===== src/sv/swlpd_pkg.sv =====
// ----------------------------------------------------------------------------
// swlpd_pkg: shared types and constants for the sync word deframer
// Holds the parse mode encoding, the result beat layout and the register
// indexes and reset values of the configuration port.
// ----------------------------------------------------------------------------
package swlpd_pkg;

   // Configuration port geometry.
   localparam int CSR_INDEX_W = 1;
   localparam int CSR_DATA_W  = 32;

   // Register indexes.
   localparam logic [CSR_INDEX_W-1:0] CSR_SYNC_PATTERN    = 1'b0;
   localparam logic [CSR_INDEX_W-1:0] CSR_MAX_PAYLOAD_LEN = 1'b1;

   // Register reset values: the sync word is "Z0R0".
   localparam logic [31:0] SYNC_PATTERN_RESET    = 32'h5A30_5230;
   localparam logic [30:0] MAX_PAYLOAD_LEN_RESET = 31'd65536;

   // Number of bytes in the sync window, and the index of the last length byte.
   localparam logic [2:0] WINDOW_BYTES = 3'd4;
   localparam logic [1:0] LEN_LAST_IDX = 2'd3;

   // Parse modes. The unused code behaves as hunt.
   typedef enum logic [1:0] {
      MODE_HUNT = 2'd0,
      MODE_LEN  = 2'd1,
      MODE_DATA = 2'd2
   } mode_type;

   // One result beat.
   typedef struct packed {
      logic [7:0] payload_byte;
      logic       last_of_frame;
      logic       empty_frame;
      logic       oversize_error;
   } rsp_type;

endpackage


===== src/sv/sync_word_length_prefixed_deframer.sv =====
// ----------------------------------------------------------------------------
// sync_word_length_prefixed_deframer: byte stream deframer
// Hunts for a 4-byte sync word, reads a 4-byte big-endian length and passes
// the payload bytes out, marking the last one, an empty frame or an
// oversize frame.
//
// Usage:
//   req_ channel: one received byte per beat (req_rx_byte).
//   rsp_ channel: one result beat per payload byte, plus one beat for an
//   empty frame or an oversize length. Sync and length bytes give no beat.
//   csr_ port: writes the sync pattern (index 0) and the maximum payload
//   length (index 1), taken in the cycle csr_we is high.
// Output: a result is on rsp_ the cycle after its byte is accepted when the
// main output register is free, and waits in the skid entry otherwise.
// Throughput: one byte per cycle while req_ready is high; the parse state
// updates in the accept cycle. req_ready drops once both entries of the
// two-entry output buffer are full and rises again once a beat is taken.
// Reset clears the parse state to hunt with an empty window, empties the
// output buffer and loads "Z0R0" and 65536 into the registers.
// ----------------------------------------------------------------------------
module sync_word_length_prefixed_deframer
   import swlpd_pkg::*;
(
   input  logic                   clock,
   input  logic                   reset,
   input  logic                   req_valid,
   output logic                   req_ready,
   input  logic [7:0]             req_rx_byte,
   output logic                   rsp_valid,
   input  logic                   rsp_ready,
   output logic [7:0]             rsp_payload_byte,
   output logic                   rsp_last_of_frame,
   output logic                   rsp_empty_frame,
   output logic                   rsp_oversize_error,
   input  logic                   csr_we,
   input  logic [CSR_INDEX_W-1:0] csr_index,
   input  logic [CSR_DATA_W-1:0]  csr_wdata
);

   logic [31:0] sync_pattern_ff;
   logic [30:0] max_len_ff;
   logic        accept;
   logic        result_valid;
   rsp_type     result;
   rsp_type     rsp_data;

   // Configuration registers.
   always_ff @(posedge clock) begin
      if (reset) begin
         sync_pattern_ff <= SYNC_PATTERN_RESET;
         max_len_ff      <= MAX_PAYLOAD_LEN_RESET;
      end else if (csr_we) begin
         unique case (csr_index)
            CSR_SYNC_PATTERN:    sync_pattern_ff <= csr_wdata;
            CSR_MAX_PAYLOAD_LEN: max_len_ff      <= csr_wdata[30:0];
            default: ;
         endcase
      end
   end

   assign accept = req_valid && req_ready;

   // Parse state and result generation.
   swlpd_parser u_parser (
      .clock           (clock),
      .reset           (reset),
      .accept          (accept),
      .rx_byte         (req_rx_byte),
      .sync_pattern    (sync_pattern_ff),
      .max_payload_len (max_len_ff),
      .result_valid    (result_valid),
      .result          (result)
   );

   // Result register and skid stage.
   swlpd_out_buf u_out_buf (
      .clock     (clock),
      .reset     (reset),
      .push      (result_valid),
      .push_data (result),
      .space     (req_ready),
      .rsp_valid (rsp_valid),
      .rsp_ready (rsp_ready),
      .rsp_data  (rsp_data)
   );

   assign rsp_payload_byte   = rsp_data.payload_byte;
   assign rsp_last_of_frame  = rsp_data.last_of_frame;
   assign rsp_empty_frame    = rsp_data.empty_frame;
   assign rsp_oversize_error = rsp_data.oversize_error;

endmodule


===== src/sv/swlpd_parser.sv =====
// ----------------------------------------------------------------------------
// swlpd_parser: sync hunt, length gathering and payload counting
// Updates the parse state for every accepted byte and produces the result
// beat that the byte causes, if any, in the same cycle.
// ----------------------------------------------------------------------------
module swlpd_parser
   import swlpd_pkg::*;
(
   input  logic        clock,
   input  logic        reset,
   input  logic        accept,
   input  logic [7:0]  rx_byte,
   input  logic [31:0] sync_pattern,
   input  logic [30:0] max_payload_len,
   output logic        result_valid,
   output rsp_type     result
);

   mode_type    mode_ff,      mode_in;
   logic [31:0] window_ff,    window_in;
   logic [2:0]  fill_ff,      fill_in;
   logic [31:0] len_ff,       len_in;
   logic [1:0]  len_seen_ff,  len_seen_in;
   logic [30:0] remaining_ff, remaining_in;

   logic [31:0] window_shift;
   logic [2:0]  fill_inc;
   logic [31:0] len_shift;
   logic [30:0] remaining_dec;

   // Shared datapath terms.
   always_comb begin
      window_shift  = {window_ff[23:0], rx_byte};
      fill_inc      = (fill_ff < WINDOW_BYTES) ? fill_ff + 3'd1 : WINDOW_BYTES;
      len_shift     = {len_ff[23:0], rx_byte};
      remaining_dec = (remaining_ff != 31'd0) ? remaining_ff - 31'd1 : 31'd0;
   end

   // Next state and result for the byte at hand.
   always_comb begin
      mode_in      = mode_ff;
      window_in    = window_ff;
      fill_in      = fill_ff;
      len_in       = len_ff;
      len_seen_in  = len_seen_ff;
      remaining_in = remaining_ff;
      result_valid = 1'b0;
      result       = '0;
      if (accept) begin
         case (mode_ff)
            MODE_LEN: begin
               len_in = len_shift;
               if (len_seen_ff != LEN_LAST_IDX) begin
                  len_seen_in = len_seen_ff + 2'd1;
               end else begin
                  len_seen_in = 2'd0;
                  if (len_shift == 32'd0) begin
                     // Empty frame: one marker beat, then hunt again.
                     mode_in              = MODE_HUNT;
                     window_in            = '0;
                     fill_in              = '0;
                     result_valid         = 1'b1;
                     result.last_of_frame = 1'b1;
                     result.empty_frame   = 1'b1;
                  end else if (len_shift > {1'b0, max_payload_len}) begin
                     // Oversize frame: flag it and drop the payload.
                     mode_in               = MODE_HUNT;
                     window_in             = '0;
                     fill_in               = '0;
                     result_valid          = 1'b1;
                     result.last_of_frame  = 1'b1;
                     result.oversize_error = 1'b1;
                  end else begin
                     remaining_in = len_shift[30:0];
                     mode_in      = MODE_DATA;
                  end
               end
            end
            MODE_DATA: begin
               remaining_in         = remaining_dec;
               result_valid         = 1'b1;
               result.payload_byte  = rx_byte;
               result.last_of_frame = (remaining_dec == 31'd0);
               if (remaining_dec == 31'd0) begin
                  mode_in   = MODE_HUNT;
                  window_in = '0;
                  fill_in   = '0;
               end
            end
            default: begin
               // Hunt, also taken for the unused mode code.
               mode_in   = MODE_HUNT;
               window_in = window_shift;
               fill_in   = fill_inc;
               if (fill_inc == WINDOW_BYTES && window_shift == sync_pattern) begin
                  mode_in     = MODE_LEN;
                  len_in      = '0;
                  len_seen_in = '0;
               end
            end
         endcase
      end
   end

   // Parse state registers.
   always_ff @(posedge clock) begin
      if (reset) begin
         mode_ff      <= MODE_HUNT;
         window_ff    <= '0;
         fill_ff      <= '0;
         len_ff       <= '0;
         len_seen_ff  <= '0;
         remaining_ff <= '0;
      end else begin
         mode_ff      <= mode_in;
         window_ff    <= window_in;
         fill_ff      <= fill_in;
         len_ff       <= len_in;
         len_seen_ff  <= len_seen_in;
         remaining_ff <= remaining_in;
      end
   end

endmodule


===== src/sv/swlpd_out_buf.sv =====
// ----------------------------------------------------------------------------
// swlpd_out_buf: result register with a skid stage
// Holds up to two result beats so that the input side can still take a
// byte while the receiver stalls.
// ----------------------------------------------------------------------------
module swlpd_out_buf
   import swlpd_pkg::*;
(
   input  logic    clock,
   input  logic    reset,
   input  logic    push,
   input  rsp_type push_data,
   output logic    space,
   output logic    rsp_valid,
   input  logic    rsp_ready,
   output rsp_type rsp_data
);

   logic    main_valid_ff, main_valid_in;
   logic    skid_valid_ff, skid_valid_in;
   rsp_type main_ff,       main_in;
   rsp_type skid_ff,       skid_in;
   logic    main_free;

   // The main register can load when it is empty or being drained.
   assign main_free = !main_valid_ff || rsp_ready;

   // Next contents of both stages. A push only arrives while the skid is empty.
   always_comb begin
      main_valid_in = main_valid_ff;
      skid_valid_in = skid_valid_ff;
      main_in       = main_ff;
      skid_in       = skid_ff;
      if (skid_valid_ff) begin
         if (main_free) begin
            main_in       = skid_ff;
            main_valid_in = 1'b1;
            skid_valid_in = 1'b0;
         end
      end else if (push) begin
         if (main_free) begin
            main_in       = push_data;
            main_valid_in = 1'b1;
         end else begin
            skid_in       = push_data;
            skid_valid_in = 1'b1;
         end
      end else if (main_free) begin
         main_valid_in = 1'b0;
      end
   end

   // Control state.
   always_ff @(posedge clock) begin
      if (reset) begin
         main_valid_ff <= 1'b0;
         skid_valid_ff <= 1'b0;
      end else begin
         main_valid_ff <= main_valid_in;
         skid_valid_ff <= skid_valid_in;
      end
   end

   // Beat storage.
   always_ff @(posedge clock) begin
      main_ff <= main_in;
      skid_ff <= skid_in;
   end

   assign space     = !skid_valid_ff;
   assign rsp_valid = main_valid_ff;
   assign rsp_data  = main_ff;

endmodule


===== config.mk =====
export PLATFORM = sky130hd
export DESIGN_NAME = sync_word_length_prefixed_deframer
export DESIGN_NICKNAME = d
export VERILOG_FILES = /design/src/sv/swlpd_pkg.sv /design/src/sv/sync_word_length_prefixed_deframer.sv /design/src/sv/swlpd_parser.sv /design/src/sv/swlpd_out_buf.sv
export SDC_FILE = /design/constraint.sdc
export NUM_CORES = 1
export LEC_CHECK = 0
export BUFFER_PORTS_ARGS = -buffer_cell sky130_fd_sc_hd__buf_2
export CORE_UTILIZATION = 45
export DETAILED_ROUTE_END_ITERATION = 6
export SLEW_MARGIN = 20
export SYNTH_ARGS = -nofsm -noshare
export SYNTH_HDL_FRONTEND = slang
export SYNTH_SLANG_ARGS = --single-unit
export TNS_END_PERCENT = 1

===== constraint.sdc =====
create_clock -name clock -period 4.36 [get_ports clock]
set_clock_uncertainty 0.1 [all_clocks]
set_input_delay 0.872 -clock clock [delete_from_list [all_inputs] [get_ports clock]]
set_output_delay 0.872 -clock clock [all_outputs]
set_load 0.02 [all_outputs]

# Word level (Yosys, flattened, before mapping)
# Index checks and enable logic that the tools add are counted.
# classes
addsub	3
n_lt_le_gt_ge	2
n_eq_ne	10
mux	50
n_bitwise	4
n_reduce_logical	20
# op_table
op	count
31-bit 2-to-1 mux	4
24-bit 2-to-1 mux	5
24-bit one-hot mux with 2 select lines	2
31-bit one-hot mux with 2 select lines	1
11-bit 2-to-1 mux	5
32-bit == test	1
32-bit by 31-bit > comparator with 1-bit output	1
32-bit zero test	1
31-bit zero test	1
31-bit nonzero test	1
31-bit by 1-bit subtractor with 31-bit output, second input constant	1
3-bit 2-to-1 mux	6
1-bit 2-to-1 mux	14
2-bit 2-to-1 mux	7
3-bit AND reduction	3
8-bit 2-to-1 mux	1
2-bit inequality test, second input constant	4
2-bit one-hot mux with 2 select lines	2
3-bit one-hot mux with 2 select lines	1
2-bit AND reduction	3
2-bit nonzero test	3
5-bit AND reduction	1
1-bit inverter	4
1-bit one-hot mux with 2 select lines	2
13 further kinds	15
# word_totals
regBits	173
inputBits	46
out_inout_bits	13
wordCells	107

# Longest topological paths before layout
# logic_depth
depth_word	9
depth_mapped	14
ltp_nobuf	10

# Modules after synthesis
# A second synthesis with hierarchy kept.
# hier_totals
hier_cells	1073
area_unflattened_um2	9431.5
# by_module_without_submodules
module	n_inst	cells_per_inst	area_each_um2	seq_area_each_um2
swlpd_parser	1	772	5876.9	1721.7
sync_word_length_prefixed_deframer	1	257	2637.5	1261.2
swlpd_out_buf	1	44	917.1	700.7

# Least setup slack after synthesis
# OpenSTA, ideal clock, no wires.
# synth_timing
path_kind	input port to flip-flop
from	input req_rx_byte[7]
to	register u_parser.remaining_ff[15]
setup_ps	70
arrival_time_ps	3295
t_required_ps	4190
setup_slack_ps	895
path_stages	11
path_buffers	2
cell_sequence	ha_1 a21oi_1 o21ai_0 a221o_1 o311a_1 o41ai_1 and2_1 buf_2 clkbuf_1 nand2_1 a21oi_1
# synth_via
elab_chain_len	3
word_cells_on_any_way	5
classes_between	1 x order compare; 2 x eq/ne; 2 x reduce/logical
# synth_rtl
element	line	source
start, declared	sync_word_length_prefixed_deframer.sv:28	input logic [7:0] req_rx_byte,
32-bit by 31-bit > comparator with 1-bit output / 32-bit zero test (equally long branches)	swlpd_parser.sv:65, swlpd_parser.sv:57	
2-bit inequality test (no source line)	n/a	
5-bit AND reduction (no source line) (*)	n/a	
end signal, assigned	swlpd_parser.sv:120	remaining_ff <= remaining_in;
end, declared	swlpd_parser.sv:24	logic [30:0] remaining_ff, remaining_in;
# Every way passes the cells marked *; elsewhere a longest branch is shown, timed or not.
# A chain may end at the register's enable or synchronous reset.

# Final worst setup path
# layout_timing
from	input req_rx_byte[7]
to	register u_parser.remaining_ff[1]
# Same word-level chain as after synthesis.

==> flow_summary.yaml <==
cts:
  clockBufferDepth: 2
  root_buffer: "clkbuf_16"
  hold_buffers: 0
  cts_resized: 0
  clock_sinks: 173
  cts_setup_buffers: 0
  numCtsBuffers: 17
  cts_tree: "done"
  htreeDepth: 4
  path_clk_slew_ps: 80
  insertion_delay_ps: 430
synth:
  post-synth-top-area-cell: "dfxtp_1"
  async_flop_share: 0
  synth_cell_type_count: 70
  ys_ff_latch: 173
  ys.warnings.count: 0
  yosys-top-cells-area: "dfxtp_1 (34%), edfxtp_1 (7.4%), nand2_1 (7.1%)"
  synth_edf_count: 22
  syn_nets: 1164
  netlist_area_mm2: 0.00892
  yosysMostFrequentCell: "nand2_1"
  synth_commonest_cells: "nand2_1 (168), dfxtp_1 (151), a21oi_1 (118)"
  syn_inst: 1082
  syn_area_per_cell_um2: 8.24
  seq_area_frac_synth: 0.413
  synth_top_area_frac: 0.339
  synth_ff_type: "dfxtp_1"
worst_setup_path:
  cp_cell_sequence: "buf_2 > ha_1 > a21oi_1 > o21ai_0 > a221o_1 > o311a_1 > o41ai_1 > and2_1 > buf_4 > nor2_1 > a211oi_1"
  r2r-start: "u_parser.len_ff[15]"
  crit_arrival_ps: 3860
  critical-path-slowest-cell: "o41ai_1"
  cp-start-kind: "primary input"
  required_ps: 4610
  end_kind: "flip-flop"
  regToRegSetupSlack_ps: 790
  crit_fanout: 12
  r2r-end: "u_parser.remaining_ff[1]"
  slowest_delay_ps: 530
  worst-setup-path-type: "primary input to flip-flop"
  r2r_cells: 10
final_layout:
  antenna-diode-count: 0
  drive_gt1_frac: 0.132
  area_growth_pct: 13.2
  final_area_mm2: 0.0101
  finish.utilization: 0.518
  stdcell_count: 1398
  fill_cells: 1912
  multi_input_area_mm2: 0.00477
  nNetsFinal: 1202
  regArea_mm2: 0.00368
global_routing:
  grt_usage: 0.270
  grt_max_degree: 74
  grt_pass1_vias: 7712
  overflow: 0
  antenna_found_initial: 0
  grt_pass1_wl_um: 42200
drt:
  routed-wl-met3_um: 1430
  num_vias: 8124
  firstDrtPassIters: 5
  first_iter_violations: 566
  top_layer_used: "met4"
  drtAntennaViolNets: 0
  finalWirelength_um: 26300
  routed-wl-met2_um: 12100
  drcViolationCount: 0
  wl_met1_um: 12000
  avgViaCountPerCell: 5.81
  wl_per_cell_um: 18.8
timing:
  setup_viol: 0
  fmax_mhz: 276
  hold_viol_final: 0
  rsz0062_at_grt: "false"
  fin_ws_ps: 742
  timing.hold.ws_ps: 354
  finalMaxSlewViolations: 0
  fin_crit_ps: 3620
  tightest_slew_ps: 1070
  max_slew_margin: 0.282
  fin_setup_tns_ps: 0
  fin_crit_sh: 0.830
placed_design:
  numPortBuffers: 58
  place_congestion: 0.910
  dp_slack_ps: 313
  placed_cells: 1365
  dpl.hpwl_um: 18500
  placed_area_mm2: 0.00950
hold_path:
  hold_path_depth: 2
  hold_end: "max_len_ff[6]"
  hp-start: "max_len_ff[6]"
  hold_class: "flip-flop to flip-flop"
floorplanning:
  die_w_um: 143
  start_util: 0.458
  pin_count: 59
  rows: 51
  chipHeight_um: 143
  die_area_mm2: 0.0204
  fp.coreArea_mm2: 0.0195
power:
  total_power_mw: 3.43
  seq_power_share: 0.487
  internal_power_mw: 2.51
  powerDensity_mw_per_mm2: 340
  p_sw_mw: 0.924
  leakage_nw: 3.95
  switching_share: 0.269
  comb_power_share: 0.068
  power_frac_clock: 0.445
  ir_worst_vdd_mv: 0.247
job:
  maxCapViolCount: 0
status:
  status: "finished clean"
## flip-flops by register name (all words and copies together) (netlist names)
register and flops:
sync_pattern_ff 32, max_len_ff 31, u_parser.remaining_ff 31, u_parser.len_ff 24, u_parser.window_ff 24, u_out_buf.rsp_data 11
u_out_buf.skid_ff 11, u_parser.fill_ff 3, u_parser.len_seen_ff 2, u_parser.mode_ff 2, u_out_buf.rsp_valid 1, u_out_buf.skid_valid_ff 1
## layer usage
layer / vias to the layer above / global-route usage
li1: 3966 / -
met1: 3878 / 0.372
met2: 246 / 0.429
met3: 34 / 0.0459
met4: 0 / 0.0849
met5: - / 0
## cell usage in the layout (no fill, tap or decap), types with 7 or more instances in the layout
cell type and instances:
a211oi_1 11, a21o_1 12, a21oi_1 118, a22oi_1 28
and3_1 10, buf_2 57, buf_4 31, clkbuf_16 17
dfxtp_1 151, edfxtp_1 22, ha_1 36, inv_1 47
nand2_1 168, nand2b_1 8, nand3_1 24, nand4_1 42
nor2_1 73, nor3_1 34, nor4_1 27, o21ai_0 51
xnor2_1 7, xor2_1 35
## power groups by stage
stage / clock network, mW / registers, mW / logic (mW)
3_5_place_dp: 0 / 1.71 / 0.231
2_1_floorplan: 0 / 1.70 / 0.142
6_report: 1.53 / 1.67 / 0.232
5_1_grt: 1.60 / 1.68 / 0.261
4_1_cts: 1.54 / 1.67 / 0.232
3_3_place_gp: 0 / 1.71 / 0.231
## cells by family after synthesis
kind of cell | share of synthesized area
adder cells (fa/ha/maj) | 0.0505
flip-flops | 0.413
buffers and inverters | 0.0528
AO/OA/AOI/OAI | 0.192
AND/OR/NAND/NOR | 0.247
multiplexers | 0.00337
XOR/XNOR | 0.0413
## worst max path at each step
stage	startpoint	slack (ps)	cells past startpoint	to
CTS	u_parser.remaining_ff[9]	630	8	u_parser.window_ff[20]
floorplan	req_rx_byte[7]	890	11	u_parser.remaining_ff[15]
global placement	req_rx_byte[7]	400	11	u_parser.remaining_ff[1]
detailed placement	req_rx_byte[7]	310	11	u_parser.remaining_ff[1]
global route	max_len_ff[26]	490	11	u_parser.remaining_ff[1]
finish	req_rx_byte[7]	740	11	u_parser.remaining_ff[1]
## final cells by class
type	count	share of cell area
multi-input cells	791	0.473
flip-flops and latches	173	0.365
repair buffers	90	0.0544
clock buffers	18	0.0435
well taps	265	0.0329
inverters	47	0.0175
clock inverters	14	0.0138
## critical path: cells and delay by family
family | cells | cell delay (ps)
AOI/OAI and AO/OA | 6 | 1820
adders and majority gates | 1 | 330
buffers and inverters | 2 | 380
and+or+nand+nor | 2 | 470
Note: power is estimated with default switching activity, not from simulation.
